File: src/rtl/ttf_pkg.sv
// ttf_pkg: shared types and fixed widths for the triangle tangent frame block.
// Used by every module under rtl/; depends on nothing.
`default_nettype none
package ttf_pkg;

	localparam int MUL_W  = 34;	// shared multiplier operand width
	localparam int PROD_W = 2 * MUL_W;
	localparam int VEC_W  = 60;	// det, tangent and bitangent before normalizing
	localparam int MAG_W  = 30;	// normalized magnitudes, top bit at 29
	localparam int SUM_W  = 62;	// sum of three squares
	localparam int ROOT_W = 31;	// floor square root of SUM_W bits
	localparam int POS_W  = 32;
	localparam int TEX_W  = 24;
	localparam int IDX_W  = 24;
	localparam int OUT_W  = 16;
	localparam int SAT_MAX = 32767;
	localparam logic [3:0] LAST_TAG = 4'd13;
	localparam logic [1:0] LAST_SQ  = 2'd2;
	localparam logic [1:0] LAST_COMP = 2'd2;

	typedef enum logic [3:0] {
		ST_IDLE,
		ST_MUL,
		ST_MUL_WAIT,
		ST_CHECK,
		ST_LOAD,
		ST_SHIFT,
		ST_SQ,
		ST_SQ_WAIT,
		ST_SQRT_GO,
		ST_SQRT,
		ST_DIV,
		ST_DIV_WAIT,
		ST_EMIT
	} state_t;

endpackage
`default_nettype wire

File: src/rtl/ttf_mul.sv
// ttf_mul: the shared signed multiplier, one registered product per cycle.
// Depends on ttf_pkg for operand widths.
`default_nettype none
module ttf_mul (
	input  wire                               clk,
	input  wire logic signed [ttf_pkg::MUL_W-1:0]  a,
	input  wire logic signed [ttf_pkg::MUL_W-1:0]  b,
	output logic signed [ttf_pkg::PROD_W-1:0]      p_s1
);
	import ttf_pkg::*;

	always_ff @(posedge clk) begin
		p_s1 <= a * b;
	end

endmodule
`default_nettype wire

File: config.mk
export PLATFORM = sky130hd
export DESIGN_NAME = ttf_mul
export DESIGN_NICKNAME = d
export VERILOG_FILES = /design/src/rtl/ttf_pkg.sv /design/src/rtl/ttf_mul.sv
export SDC_FILE = /design/constraint.sdc
export NUM_CORES = 2
export LEC_CHECK = 0
export BUFFER_PORTS_ARGS = -buffer_cell sky130_fd_sc_hd__buf_2
export CAP_MARGIN = 20
export CORE_MARGIN = 5
export CORE_UTILIZATION = 50
export DETAILED_ROUTE_END_ITERATION = 7
export PLACE_DENSITY = 0.62
export SLEW_MARGIN = 5
export SYNTH_ARGS = -nofsm -noshare
export SYNTH_HDL_FRONTEND = slang
export SYNTH_SLANG_ARGS = --single-unit
export TNS_END_PERCENT = 10
File: constraint.sdc
create_clock -name clk -period 9.5 [get_ports clk]
set_input_delay 0.95 -clock clk [delete_from_list [all_inputs] [get_ports clk]]
set_output_delay 0.95 -clock clk [all_outputs]
set_load 0.03 [all_outputs]
==> key figures <==
Route
  • Initial DRC count: 1831
  • Drt drc: 0
  • Vias per cell: 5.19
  • Drt pass-1 iters: 7
  • Drt wl/cell: 20.8 µm
  • DRT antenna net count: 0
  • Detailed-route via count: 29.7k
  • Aggregate routed wire length: 119 mm

Setup path
  • Critical Path AT: 9100 ps
  • CP Launch Type: input pin
  • CP most frequent cell: fa_1
  • WP buf/inv: 6
  • Worst Path Required: 9840 ps
  • CP max stage delay: 790 ps
  • Slowest CP cell: buf_2
  • Worst setup EP type: flip-flop
  • Cell family with most CP delay: adder cells
  • Crit Path Category: input pin to flip-flop
  • Worst-path fanout max: 34

Run status
  • Outcome: finished, final reports clean

Floorplan
  • IO Pins: 137
  • Die W: 303 µm
  • Core area: 0.0853 mm²
  • Placement row count: 107
  • Die area: 0.0920 mm²
  • Die height: 303 µm
  • Initial Utilization: 0.505

CTS
  • Post-CTS sizing: 0
  • Clk sinks: 68
  • Number of setup buffers added after CTS: 0
  • H-tree Lvls: 3
  • Cts hold-fix bufs: 0
  • Register clock-pin slew on the reported worst setup and hold paths: 70 ps
  • Num CTS Buffers: 9
  • Clock root cell: clkbuf_16
  • Deepest clock path buffer count: 2
  • TritonCTS clock tree: yes

STA
  • Worst slew pin tran: 1120 ps
  • Pins over their slew limit: 0
  • Final min period: 8760 ps
  • Final setup viols: 0
  • Post-route setup TNS: 0 ps
  • Slew margin rel.: 0.254
  • Max Freq: 0.114 GHz
  • Final Hold Viols: 0
  • Unrepaired setup endpoints after global routing: no
  • Fin crit share: 0.922

Finish
  • Nets: 6081
  • Non-Filler Instances: 5723
  • Top flop regs: p_s1 x68
  • Max FFs per register: 68
  • Share of cells above drive strength 1: 0.0608
  • Layout overhead on the synthesized area: 5.22%
  • Top reg by flops: p_s1

Yosys
  • Register bit total from synthesis: 68
  • Largest area contributor in the netlist: fa_1
  • Most frequently used flop master after synthesis: dfxtp_1
  • Post-synth EDFFs: 0
  • Synth top area cells: fa_1 58%, inv_1 11%, and2_1 9.0%
  • Seq/Total Area, Yosys: 0.0316
  • Synthesized Nets: 6068
  • Yosys warnings: 0
  • Post-Syn Instances: 4554
  • Yosys cell types: 69
  • Synth top area share: 0.577
  • Post-synthesis cell area: 0.0430 mm²
  • Mean area per synthesized cell: 9.45 µm²
  • Synth async-reset ratio: 0

Global route
  • Initial antenna violation count: 12
  • Vias in the first global route: 33.3k
  • Largest net degree at the start of global routing: 35
  • First-pass GRT wire length: 194 mm
  • Total track usage: 0.278
  • Congestion Overflow GR: 0

Min path
  • HP Class: input pin to flip-flop

Placement
  • Final HPWL DP: 97.8 mm
  • Cells after DPL: 5700
  • Routability Congestion: 0.909
  • Port Buffers: 136

Flow run
  • Max-cap violations: 0
## metrics by stage
step,area (µm²),util,hold slack (ps),setup WS [ps]
after floorplan,43000,-,1080,1060
after global placement,45000,0.527,1390,457
after detailed placement,45000,0.527,1380,402
after CTS,45300,0.531,1250,823
after global routing,45300,0.531,1300,437
final,45300,0.531,1300,740
## final cells by class
type / instances / area [µm²]
Sequential cell: 68 / 1360
Clock inverter: 7 / 75.1
Tap cell: 1144 / 1430
Multi-Input combinational cell: 3026 / 36100
Timing Repair Buffer: 230 / 1400
Clock buffer: 9 / 225
Inverter: 1232 / 4620
Fill cell: 7988 / 40000
Antenna cell: 7 / 17.5
## final timing paths
path                  startpoint                to  slack, ps  depth (start not counted)
worst max-delay path       b[10]  p_s1[65]$_DFF_P_        740                         26
worst min-delay path        b[0]   p_s1[0]$_DFF_P_       1300                          3
## synth_stat cells (all sizes together), types with 10 or more instances
library cell / instances
a21o: 37
a21oi: 63
a31oi: 10
and2: 623
clkbuf: 217
dfxtp: 68
fa: 1241
ha: 204
inv: 1231
nand2: 542
nand2b: 20
nand3: 11
nand4: 11
nor2: 56
o21ai: 41
o21bai: 12
xnor2: 56
xor2: 23
## layer usage
metal / share of wire / track usage / vias to the layer above
met3: 0.070 / 0.0513 / 223
met1: 0.42 / 0.384 / 15686
met4: 0.032 / 0.0781 / 8
li1: - / - / 12821
met2: 0.47 / 0.455 / 955
met5: 0.00039 / 0 / -
## logic make-up (layout without fill, tap and decap cells)
group	count (synthesis)	in the layout	share of synthesized area
buffers and inverters	1460	1478	0.128
adders and majority gates	1445	1445	0.637
and+or+nand+nor	1296	1296	0.154
AOI/OAI and AO/OA	206	206	0.0335
xor gates and xnor gates	79	79	0.0161
DFF	68	68	0.0316
other	0	7	0
## cells in the final DEF (no fill, tap or decap), drive strengths merged, types with 3 or more instances in the layout
master / instances
a221oi: 4
and3: 8
o21ai: 41
buf: 230
a21oi: 63
dfxtp: 68
and2: 623
a31oi: 10
nand2: 542
or2: 4
nand2b: 20
clkinv: 6
xor2: 23
inv: 1232
nand3: 11
a211o: 3
ha: 204
nor2: 56
fa: 1241
nand4: 11
a21o: 37
diode: 7
nor2b: 9
o41ai: 6
o21bai: 12
o21a: 4
o211ai: 3
xnor2: 56
nor3: 5
clkbuf: 9
a211oi: 7
Power is not shown: default switching activity piles up to over one toggle a cycle in this logic, so the estimate is an artifact.
