$ cat config.mk
export PLATFORM = sky130hd
export DESIGN_NAME = ttf_div
export DESIGN_NICKNAME = d
export VERILOG_FILES = /design/src/rtl/ttf_pkg.sv /design/src/rtl/ttf_div.sv
export SDC_FILE = /design/constraint.sdc
export NUM_CORES = 1
export LEC_CHECK = 0
export BUFFER_PORTS_ARGS = -buffer_cell sky130_fd_sc_hd__buf_4
export CORE_ASPECT_RATIO = 0.7
export CORE_MARGIN = 2
export CORE_UTILIZATION = 60
export DETAILED_ROUTE_END_ITERATION = 7
export PLACE_DENSITY = 0.95
export SLEW_MARGIN = 20
export SYNTH_ARGS = -nofsm -noshare
export SYNTH_HDL_FRONTEND = slang
export SYNTH_SLANG_ARGS = --single-unit
$ cat constraint.sdc
create_clock -name clk -period 8.1 [get_ports clk]
set_input_delay 0 -clock clk [delete_from_list [all_inputs] [get_ports clk]]
set_output_delay 0 -clock clk [all_outputs]
set_load 0.01 [all_outputs]
$ cat src/rtl/ttf_pkg.sv
// ttf_pkg: shared types and fixed widths for the triangle tangent frame block.
// Used by every module under rtl/; depends on nothing.
`default_nettype none
package ttf_pkg;

	localparam int MUL_W  = 34;	// shared multiplier operand width
	localparam int PROD_W = 2 * MUL_W;
	localparam int VEC_W  = 60;	// det, tangent and bitangent before normalizing
	localparam int MAG_W  = 30;	// normalized magnitudes, top bit at 29
	localparam int SUM_W  = 62;	// sum of three squares
	localparam int ROOT_W = 31;	// floor square root of SUM_W bits
	localparam int POS_W  = 32;
	localparam int TEX_W  = 24;
	localparam int IDX_W  = 24;
	localparam int OUT_W  = 16;
	localparam int SAT_MAX = 32767;
	localparam logic [3:0] LAST_TAG = 4'd13;
	localparam logic [1:0] LAST_SQ  = 2'd2;
	localparam logic [1:0] LAST_COMP = 2'd2;

	typedef enum logic [3:0] {
		ST_IDLE,
		ST_MUL,
		ST_MUL_WAIT,
		ST_CHECK,
		ST_LOAD,
		ST_SHIFT,
		ST_SQ,
		ST_SQ_WAIT,
		ST_SQRT_GO,
		ST_SQRT,
		ST_DIV,
		ST_DIV_WAIT,
		ST_EMIT
	} state_t;

endpackage
`default_nettype wire

$ cat src/rtl/ttf_div.sv
// ttf_div: restoring divider, one quotient bit per cycle.
// Depends on ttf_pkg for ROOT_W; quotient width set by the instantiating level.
`default_nettype none
module ttf_div #(
	parameter int QW = 16,
	parameter int NW = 46
) (
	input  wire                             clk,
	input  wire                             arst_n,
	input  wire                             start,
	input  wire logic [NW-1:0]              num,
	input  wire logic [ttf_pkg::ROOT_W-1:0] den,
	output logic                            done,
	output logic [QW-1:0]                   quot
);
	import ttf_pkg::*;

	localparam int CW = $clog2(QW + 1);

	logic              busy_q, done_q;
	logic [CW-1:0]     cnt_q;
	logic [ROOT_W-1:0] rem_q;
	logic [QW-1:0]     lo_q, quot_q;
	logic [ROOT_W:0]   rem2, diff;
	logic              ge;

	assign rem2 = {rem_q, lo_q[QW-1]};
	assign ge   = rem2 >= {1'b0, den};
	assign diff = rem2 - {1'b0, den};

	always_ff @(posedge clk or negedge arst_n) begin
		if (!arst_n) begin
			busy_q <= 1'b0;
			done_q <= 1'b0;
			cnt_q  <= '0;
		end else begin
			done_q <= 1'b0;
			if (start) begin
				busy_q <= 1'b1;
				cnt_q  <= CW'(QW);
			end else if (busy_q) begin
				cnt_q <= cnt_q - 1'b1;
				if (cnt_q == CW'(1)) begin
					busy_q <= 1'b0;
					done_q <= 1'b1;
				end
			end
		end
	end

	always_ff @(posedge clk) begin
		if (start) begin
			rem_q <= ROOT_W'(num[NW-1:QW]);
			lo_q  <= num[QW-1:0];
		end else if (busy_q) begin
			rem_q  <= ge ? diff[ROOT_W-1:0] : rem2[ROOT_W-1:0];
			lo_q   <= lo_q << 1;
			quot_q <= {quot_q[QW-2:0], ge};
		end
	end

	assign done = done_q;
	assign quot = quot_q;

endmodule
`default_nettype wire

==> reports/results.md <==
- count of clock tree sinks: 70
- total CTS buffers: 9
- largest fanout on the critical path: 41
- average cell area after synthesis: 9.601 um2
- measured slew at the worst slew-check pin: 0.8483 ns
- share of layout cells above drive strength 1: 0.2154
- GR Util met2: 0.4780
- minimum setup slack after placement: 4.682 ns
- via count of the first global-routing pass: 4290
- Netlist cell types: 57
- GRT overflow: 0
- main flop type after synthesis: edfxtp_1
- final estimated routing congestion in global placement: 0.9658
- worst supply voltage drop on vdd: 0.0002705 V
- total wirelength of the detailed-routed design: 12720 um
- leakage power summed over all cells: 2.801 nW
- Residual DRC: 0
- Final Hold Violating Endpoints: 0
- vertical die dimension: 79.21 um
- first-pass GRT wire length: 20580 um
- startpoint type of the worst setup path: flip-flop
- area of the placeable core: 7838 um2
- arrival time of the worst setup path: 3.59 ns
- RSZ-0062 raised after global routing: no
- final critical-path required period: 3.539 ns
- TritonCTS clock tree: yes
- final clock period utilization by the worst path: 0.4369
- area growth from synthesis to layout: 30.06%
- H-tree lvl count: 3
- met1 routing resource usage after global routing: 0.3863
- Final WS setup: 4.561 ns
- setup violation total in the final timing report: 0
- routed wire length per instance: 17.26 um
- number of antenna violations at the first check in global routing: 0
- Setup Total Neg Slack: 0 ns
- power per unit of standard cell area: 350.5 nW/um2
- count of cells resized by post-cts repair: 0
- Yosys warning total: 0
- maximum number of pins on one net before global-route repair: 90
- run status: complete, no violations
- # port buffers: 96
- Max Cap Viol: 0
- global-route met3 utilization: 0.07176
- Post-synth EDFFs: 62
- count of antenna diodes in the layout: 0
- count of routing violations after the opening detailed-route iteration: 451
- part of the Yosys area used for sequential elements: 0.4243
- number of instances in the synthesized netlist: 505
- Clk pin slew, worst setup/hold paths: 0.06 ns
- synthesized flop and latch total: 70
- number of iterations in the first detailed-routing pass: 5
- Starting Density: 0.6186
- max-slew violation count: 0
- path class of the lowest-slack min-delay path: in -> reg
- standard-cell row count: 27
- share of synthesized registers carrying an async set or reset: 0.1000
- buffers from clock root to sink, at most: 2
- vias per std cell: 5.943
- fin nets: 745
- overall die width: 111.4 um
- Skew-Pair Late Insertion Delay: 0.34 ns
- global routing usage summed across all routing layers: 0.2951
- worst clock skew on the final layout: 0.007031 ns
- Post-Syn Area: 4848 um2
- worst setup path category: reg -> reg
- Relative slew margins: 0.4344
- Die Footprint: 8827 um2
- total nets after synthesis: 619
- hpwl dp: 8221 um
- antenna viol nets, final: 0
- most heavily used metal layer in global routing: met2
- nature of the critical path endpoint: flip-flop
- FMAX: 282.6 MHz
- via total after detailed routing: 4380
- I/O Pins: 97
- cell at the root of the clock tree: clkbuf_16
- worst path required time: 8.15 ns
## worst max-delay path, cell delays in order, from the launching register on
cell	delay, ns
edfxtp_1	0.36
inv_1	0.05
ha_1	0.20
fa_1	0.38
nor2b_1	0.21
o21bai_1	0.11
a211oi_1	0.44
o21ai_0	0.23
a21oi_1	0.28
o32ai_4	0.16
buf_4	0.29
inv_4	0.23
mux2i_1	0.22
o21ai_0	0.09
## through the flow
stage	area [um2]	utilization	total power [mW]	hold slack, ns	std cells
after floorplan	4848	-	1.488	-0.2956	505
after global placement	5595	0.7139	1.692	-0.1861	681
after detailed placement	5595	0.7139	1.734	-0.1836	681
after CTS	6304	0.8043	2.166	0.005367	737
after global routing	6306	0.8046	2.355	0.02760	737
final	6306	0.8046	2.211	0.002533	737
## cells by family (layout without fill, tap and decap cells)
logic type,count (synthesis),after routing,synth area share
AO/OA/AOI/OAI,139,139,0.1794
XOR/XNOR,30,30,0.05420
adder cells (fa/ha/maj),34,34,0.08929
buffers and inverters,66,197,0.05755
flip-flops,70,70,0.4243
multiplexers,22,22,0.04929
AND/OR/NAND/NOR,144,144,0.1461
## cell type report
cell class / instances / area [um2]
Fill cell: 482 / 1531
Inverter: 43 / 163.9
Timing Repair Buffer: 138 / 1136
Clock buffer: 14 / 296.5
Tap cell: 101 / 126.4
Clock inverter: 2 / 11.26
Multi-Input combinational cell: 369 / 2515
Sequential cell: 70 / 2057
## synth_stat cells (3+ instances only)
cell type / count / share of area
inv_1: 42 / 0.033
edfxtp_1: 62 / 0.38
nand3_1: 9 / 0.0093
mux2i_1: 7 / 0.014
a211o_1: 3 / 0.0054
nor2_1: 33 / 0.026
and3b_1: 4 / 0.0072
nand4_1: 6 / 0.0077
and3_1: 4 / 0.0052
nor3_1: 9 / 0.0093
nor2b_1: 11 / 0.014
or2_2: 4 / 0.0052
nand2_1: 43 / 0.033
o211ai_1: 7 / 0.011
a21oi_1: 49 / 0.051
mux2_2: 15 / 0.035
buf_2: 5 / 0.0052
a211oi_1: 9 / 0.014
o21bai_1: 3 / 0.0046
clkbuf_1: 12 / 0.0093
a21o_1: 5 / 0.0077
or3_1: 3 / 0.0039
nand2b_1: 6 / 0.0077
nor4_1: 3 / 0.0039
xor2_1: 15 / 0.027
xnor2_1: 15 / 0.027
and2_1: 4 / 0.0052
dfrtp_1: 7 / 0.036
o21ai_0: 38 / 0.039
a31oi_1: 4 / 0.0052
ha_1: 33 / 0.085
## final timing paths
path | from | slack (ns) | cells past startpoint | to
max | lo_q[15] | 4.56 | 13 | rem_q[23]
min | num[36] | 0.003 | 2 | rem_q[20]
max reg2reg | lo_q[15] | 4.56 | 13 | rem_q[23]
min reg2reg | quot[7] | 0.44 | 0 | quot[8]
max in group asynchronous | arst_n | 7.96 | 2 | cnt_q[4]
min in group asynchronous | arst_n | 0.01 | 2 | done
## placed cells by master (no fill, tap or decap), types with 3 or more instances in the layout
cell	instances
buf_4	98
edfxtp_1	62
a21oi_1	49
nand2_1	43
inv_1	42
dlygate4sd3_1	40
o21ai_0	38
nor2_1	33
ha_1	33
xor2_1	15
xnor2_1	15
mux2_2	15
nor2b_1	11
clkbuf_16	11
nand3_1	9
nor3_1	9
a211oi_1	9
o211ai_1	7
mux2i_1	7
dfrtp_1	7
nand4_1	6
nand2b_1	6
a21o_1	5
and3_1	4
and2_1	4
and3b_1	4
a31oi_1	4
o21bai_1	3
a211o_1	3
nor4_1	3
or2_2	3
or3_1	3
## timing repair
item | in CTS | in global routing
hold buffers | 40 | 0
endpoints found under the hold margin | 46 | 0
buffers inserted | 0 | 0
## state kept, by name, summed over array words and instances (netlist names)
| name | count |
|---|---|
| quot | 16 |
| busy_q | 1 |
| done | 1 |
| cnt_q | 5 |
| rem_q | 31 |
| lo_q | 16 |
## metal layers
metal	share of wire	up-vias
li1	-	2076
met1	0.43	2029
met2	0.46	241
met3	0.087	34
met4	0.031	0
met5	0	-
## power by group
group | leakage (nW) | internal [mW] | switching, mW
Combinational | 1.90 | 0.501 | 0.684
Sequential | 0.745 | 0.543 | 0.0752
Clock | 0.153 | 0.253 | 0.155
Note: power is estimated with default switching activity, not from simulation.
