## config.mk

```make
export PLATFORM = sky130hd
export DESIGN_NAME = ttf_isqrt
export DESIGN_NICKNAME = d
export VERILOG_FILES = /design/src/rtl/ttf_pkg.sv /design/src/rtl/ttf_isqrt.sv
export SDC_FILE = /design/constraint.sdc
export NUM_CORES = 1
export LEC_CHECK = 0
export BUFFER_PORTS_ARGS = -buffer_cell sky130_fd_sc_hd__buf_2
export CAP_MARGIN = 20
export CELL_PAD_IN_SITES_DETAIL_PLACEMENT = 1
export CELL_PAD_IN_SITES_GLOBAL_PLACEMENT = 2
export CORE_MARGIN = 2
export CORE_UTILIZATION = 37
export CTS_CLUSTER_DIAMETER = 80
export CTS_CLUSTER_SIZE = 8
export DETAILED_ROUTE_END_ITERATION = 8
export GPL_TIMING_DRIVEN = 1
export PLACE_DENSITY_LB_ADDON = 0.1
export SKIP_LAST_GASP = 1
export SLEW_MARGIN = 10
export SYNTH_ARGS = -nofsm -noshare
export SYNTH_HDL_FRONTEND = slang
export SYNTH_SLANG_ARGS = --single-unit
```

## constraint.sdc

```tcl
create_clock -name clk -period 13.4 [get_ports clk]
set_clock_uncertainty 0.15 [all_clocks]
set_input_delay 0 -clock clk [delete_from_list [all_inputs] [get_ports clk]]
set_output_delay 0 -clock clk [all_outputs]
set_load 0.01 [all_outputs]
```

## src/rtl/ttf_pkg.sv

```systemverilog
// ttf_pkg: shared types and fixed widths for the triangle tangent frame block.
// Used by every module under rtl/; depends on nothing.
`default_nettype none
package ttf_pkg;

	localparam int MUL_W  = 34;	// shared multiplier operand width
	localparam int PROD_W = 2 * MUL_W;
	localparam int VEC_W  = 60;	// det, tangent and bitangent before normalizing
	localparam int MAG_W  = 30;	// normalized magnitudes, top bit at 29
	localparam int SUM_W  = 62;	// sum of three squares
	localparam int ROOT_W = 31;	// floor square root of SUM_W bits
	localparam int POS_W  = 32;
	localparam int TEX_W  = 24;
	localparam int IDX_W  = 24;
	localparam int OUT_W  = 16;
	localparam int SAT_MAX = 32767;
	localparam logic [3:0] LAST_TAG = 4'd13;
	localparam logic [1:0] LAST_SQ  = 2'd2;
	localparam logic [1:0] LAST_COMP = 2'd2;

	typedef enum logic [3:0] {
		ST_IDLE,
		ST_MUL,
		ST_MUL_WAIT,
		ST_CHECK,
		ST_LOAD,
		ST_SHIFT,
		ST_SQ,
		ST_SQ_WAIT,
		ST_SQRT_GO,
		ST_SQRT,
		ST_DIV,
		ST_DIV_WAIT,
		ST_EMIT
	} state_t;

endpackage
`default_nettype wire

```

## src/rtl/ttf_isqrt.sv

```systemverilog
// ttf_isqrt: iterative floor square root, two radicand bits per cycle.
// Depends on ttf_pkg for SUM_W and ROOT_W.
`default_nettype none
module ttf_isqrt (
	input  wire                            clk,
	input  wire                            arst_n,
	input  wire                            start,
	input  wire logic [ttf_pkg::SUM_W-1:0] radicand,
	output logic                           done,
	output logic [ttf_pkg::ROOT_W-1:0]     root
);
	import ttf_pkg::*;

	logic             busy_q, done_q;
	logic [SUM_W-1:0] n_q, res_q, bit_q;
	logic [SUM_W-1:0] trial;
	logic             ge;

	assign trial = res_q + bit_q;
	assign ge    = n_q >= trial;

	always_ff @(posedge clk or negedge arst_n) begin
		if (!arst_n) begin
			busy_q <= 1'b0;
			done_q <= 1'b0;
		end else begin
			done_q <= 1'b0;
			if (start) begin
				busy_q <= 1'b1;
			end else if (busy_q && bit_q[0]) begin
				busy_q <= 1'b0;
				done_q <= 1'b1;
			end
		end
	end

	always_ff @(posedge clk) begin
		if (start) begin
			n_q   <= radicand;
			res_q <= '0;
			bit_q <= SUM_W'(1) << (SUM_W - 2);
		end else if (busy_q) begin
			if (ge) begin
				n_q   <= n_q - trial;
				res_q <= (res_q >> 1) + bit_q;
			end else begin
				res_q <= res_q >> 1;
			end
			bit_q <= bit_q >> 2;
		end
	end

	assign done = done_q;
	assign root = res_q[ROOT_W-1:0];

endmodule
`default_nettype wire

```

==> flow_metrics.py <==
metrics = {
    "final_layout": {
        "n_fill_cell": 4865,
        "layout_commonest_cell": "nand2_1",
        "final_cell_mix": "nand2_1, nor2_1, o21ai_0, ha_1, a21oi_1",
        "layout.nets": 2149,
        "drive_gt1_share_pct": 9.40,
        "synthToLayoutAreaGrowth_pct": 12.7,
    },
    "detailed_routing": {
        "routed_wirelength_mm": 53.0,
        "dr.pass1.iters": 5,
        "drc": 0,
        "avgViaCountPerCell": 5.82,
        "initialDrtViolationCount": 773,
        "ant_nets": 0,
        "num_vias": 14500,
        "post_drt_wl_per_cell_um": 21.3,
    },
    "sta": {
        "setup_viol": 0,
        "finalHoldViolCount": 0,
        "timing.fmax_mhz": 136,
        "rsz0062_at_grt": "no",
        "final.setup.worst_slack_ns": 6.05,
        "report.final.slew_viol_count": 0,
        "relSlewSlack_pct": 34.2,
        "setup_tns_ns": 0,
        "tightest_slew_ns": 0.987,
        "fin_crit_ns": 7.35,
        "final.period_utilization_pct": 54.8,
    },
    "power": {
        "switchingPower_mw": 1.58,
        "leakage_nw": 6.66,
        "p_clk_share_pct": 16.1,
        "seq_power_share_pct": 23.6,
        "comb_power_share_pct": 60.3,
        "power_density_mw_per_mm2": 198,
        "ir_drop_mv": 0.121,
        "switching_share_pct": 47.8,
        "internal_power_mw": 1.73,
    },
    "place": {
        "port-buffer-count": 96,
        "pre_cts_slack_ns": 6.22,
        "place_congestion": 0.923,
        "dp.final_hpwl_mm": 40.1,
    },
    "clock_network": {
        "clk_path_buf_depth": 2,
        "cts_made_buffers": 17,
        "cts_root_buf": "clkbuf_16",
        "cts.sinks": 157,
        "cts-htree-levels": 4,
        "clk_pin_slew_ns": 0.07,
        "cts_tree": "done",
        "cts_resized": 0,
        "clock_latency_ns": 0.47,
    },
    "setup_path": {
        "slowest_stage": "buf_4",
        "max_stage_delay_ns": 0.72,
        "crit_fanout": 88,
        "cp.depth": 19,
        "cp_num_buf_inv": 2,
        "cp-end-kind": "flip-flop",
        "worstPathRequired_ns": 13.34,
        "path_cells": "ha_1 -> a31oi_1 -> nand2_1 -> a21oi_1 -> o32ai_1 -> or3_1 -> a221o_1 -> a21o_1 -> a31oi_1 -> xor2_1 -> ha_1 -> nand3_1 -> nor4_1 -> nand4_1 -> o211ai_1 -> o31ai_4 -> buf_4 -> o21ai_4 -> buf_4",
        "critPathTopFamily": "compound AO/OA/AOI/OAI gates",
        "critPathKind": "reg2reg",
        "worstPathArrival_ns": 7.29,
        "reg2reg_depth": 19,
        "worstSetupStartpointType": "flip-flop",
    },
    "grt": {
        "grt_pass1_vias": 14800,
        "antenna_found_initial": 0,
        "gr-usage-all-layers_pct": 25.8,
        "use_met3_pct": 3.27,
        "grt_max_degree": 89,
        "top_usage_layer": "met2",
        "grt_pass1_wl_mm": 83.8,
        "use_met2_pct": 47.3,
        "grt_remaining_overflow": 0,
        "grtUsageMet1_pct": 31.7,
    },
    "synth": {
        "netlist_instances": 1896,
        "ys_warn_count": 0,
        "synth_area_leader_cell": "dfxtp_1",
        "synth_top_cell_area_share_pct": 12.6,
        "synth_top_flop_cell": "dfxtp_1",
        "synth-seq-area-share_pct": 25.5,
        "synth-seq-cells": 157,
        "synth.cell_area_sq_mm": 0.0148,
        "avgSynthCellArea_sq_um": 7.81,
        "synth_nets": 2088,
        "synth_area_leaders": "dfxtp_1, edfxtp_1, ha_1, nand2_1, o21ai_0",
        "yosys.cell_types.count": 87,
        "synthArstFlopShare_pct": 1.27,
        "synth_edf_count": 62,
    },
    "floorplanning": {
        "start_util_pct": 37.3,
        "dieArea_sq_mm": 0.0416,
        "fp.dieW_um": 204,
        "coreArea_sq_mm": 0.0396,
        "ios": 97,
        "rows": 73,
        "dieHeight_um": 204,
    },
    "flow_run": {
        "maxCapViolations": 0,
    },
    "worst_hold_path": {
        "hold_path_depth": 4,
        "worstHoldPathType": "in2reg",
    },
    "outcome": {
        "outcome": "finished clean",
    },
}
-- final timing paths --
path	from	endpoint	slack, ns
min reg2reg	res_q[0]	res_q[0]	0.38
max	res_q[10]	n_q[57]	6.05
min in group asynchronous	arst_n	busy_q	0.28
max in group asynchronous	arst_n	busy_q	12.66
max reg2reg	res_q[10]	n_q[57]	6.05
min	radicand[19]	n_q[19]	0.20
-- layer usage --
metal / part of all wire [%] / vias up / wire length (um)
li1: - / 7109 / -
met1: 45 / 7141 / 23700
met2: 51 / 209 / 27200
met3: 2.5 / 50 / 1320
met4: 1.5 / 0 / 810
met5: 0 / - / 0
-- cell usage after synthesis, types with 7 or more instances --
cell type	instances
buf_2	26
nand4_1	36
or3_1	14
or4_1	13
o21a_1	13
o211ai_1	18
mux2i_1	38
edfxtp_1	62
o21ai_0	149
a311oi_1	15
inv_1	40
ha_1	126
dfxtp_1	93
and3_1	19
and2_1	19
nor2b_1	7
o31ai_1	19
xnor2_1	76
a31o_2	10
a211oi_1	35
a21oi_1	121
a31oi_1	57
and4_1	7
o21bai_1	24
xor2_1	59
nand2b_1	8
nor3_1	37
buf_4	38
nand3_1	59
a21boi_0	8
o21ai_1	8
clkbuf_1	64
nor4_1	19
a21o_1	43
nand2_1	233
nor2_1	186
-- worst reg2reg max path, cell delays in order (launching register included) --
cell and delay (ns):
dfxtp_1 0.56, ha_1 0.34, a31oi_1 0.31, nand2_1 0.09, a21oi_1 0.23, o32ai_1 0.17, or3_1 0.44, a221o_1 0.40
a21o_1 0.24, a31oi_1 0.23, xor2_1 0.33, ha_1 0.48, nand3_1 0.25, nor4_1 0.66, nand4_1 0.17, o211ai_1 0.33
o31ai_4 0.08, buf_4 0.41, o21ai_4 0.34, buf_4 0.72
-- registers in the layout (all words and copies together) (netlist names) --
register and flops:
n_q 62, done 1, bit_q 31, res_q 62, busy_q 1
-- power by group through the flow --
stage | combinational [mW] | sequential (mW) | clock, mW
finish | 1.99 | 0.780 | 0.533
global route | 2.22 | 0.795 | 0.560
CTS | 2.00 | 0.782 | 0.546
detailed placement | 1.96 | 0.790 | 0
global placement | 1.93 | 0.792 | 0
floorplan | 1.49 | 0.761 | 0
-- stage by stage --
stage / std cells / cell area (sq um) / util (%) / power [mW] / hold slack (ns)
finish: 2495 / 16700 / 42.1 / 3.31 / 0.198
CTS: 2493 / 16700 / 42.1 / 3.33 / 0.178
global route: 2494 / 16700 / 42.1 / 3.57 / 0.222
detailed placement: 2391 / 15300 / 38.7 / 2.75 / -0.340
global placement: 2391 / 15300 / 38.7 / 2.72 / -0.342
floorplan: 1896 / 14800 / - / 2.26 / -0.446
-- kinds of logic after synthesis --
logic type                 share of synthesized area (%)
and+or+nand+nor                                     20.7
DFF                                                 25.5
xor gates and xnor gates                            7.99
AOI/OAI and AO/OA                                   26.5
adders and majority gates                           10.8
muxes                                               2.80
buffers and inverters                               5.75
-- timing repair --
item                      CTS  global route
setup buffers               0             0
hold endpoints to repair   85             0
hold buffers               71             0
-- cell type report --
type	count	area, sq um	area share, %
tap	525	657	3.94
multi-input combinational	1562	10200	61.1
inverter	40	150	0.900
clock inverter	7	98.8	0.593
antenna	1	2.50	0.0150
clock buffer	24	517	3.10
timing repair buffer	179	1280	7.70
sequential	157	3780	22.6
Power figures use the tool's default switching activity.
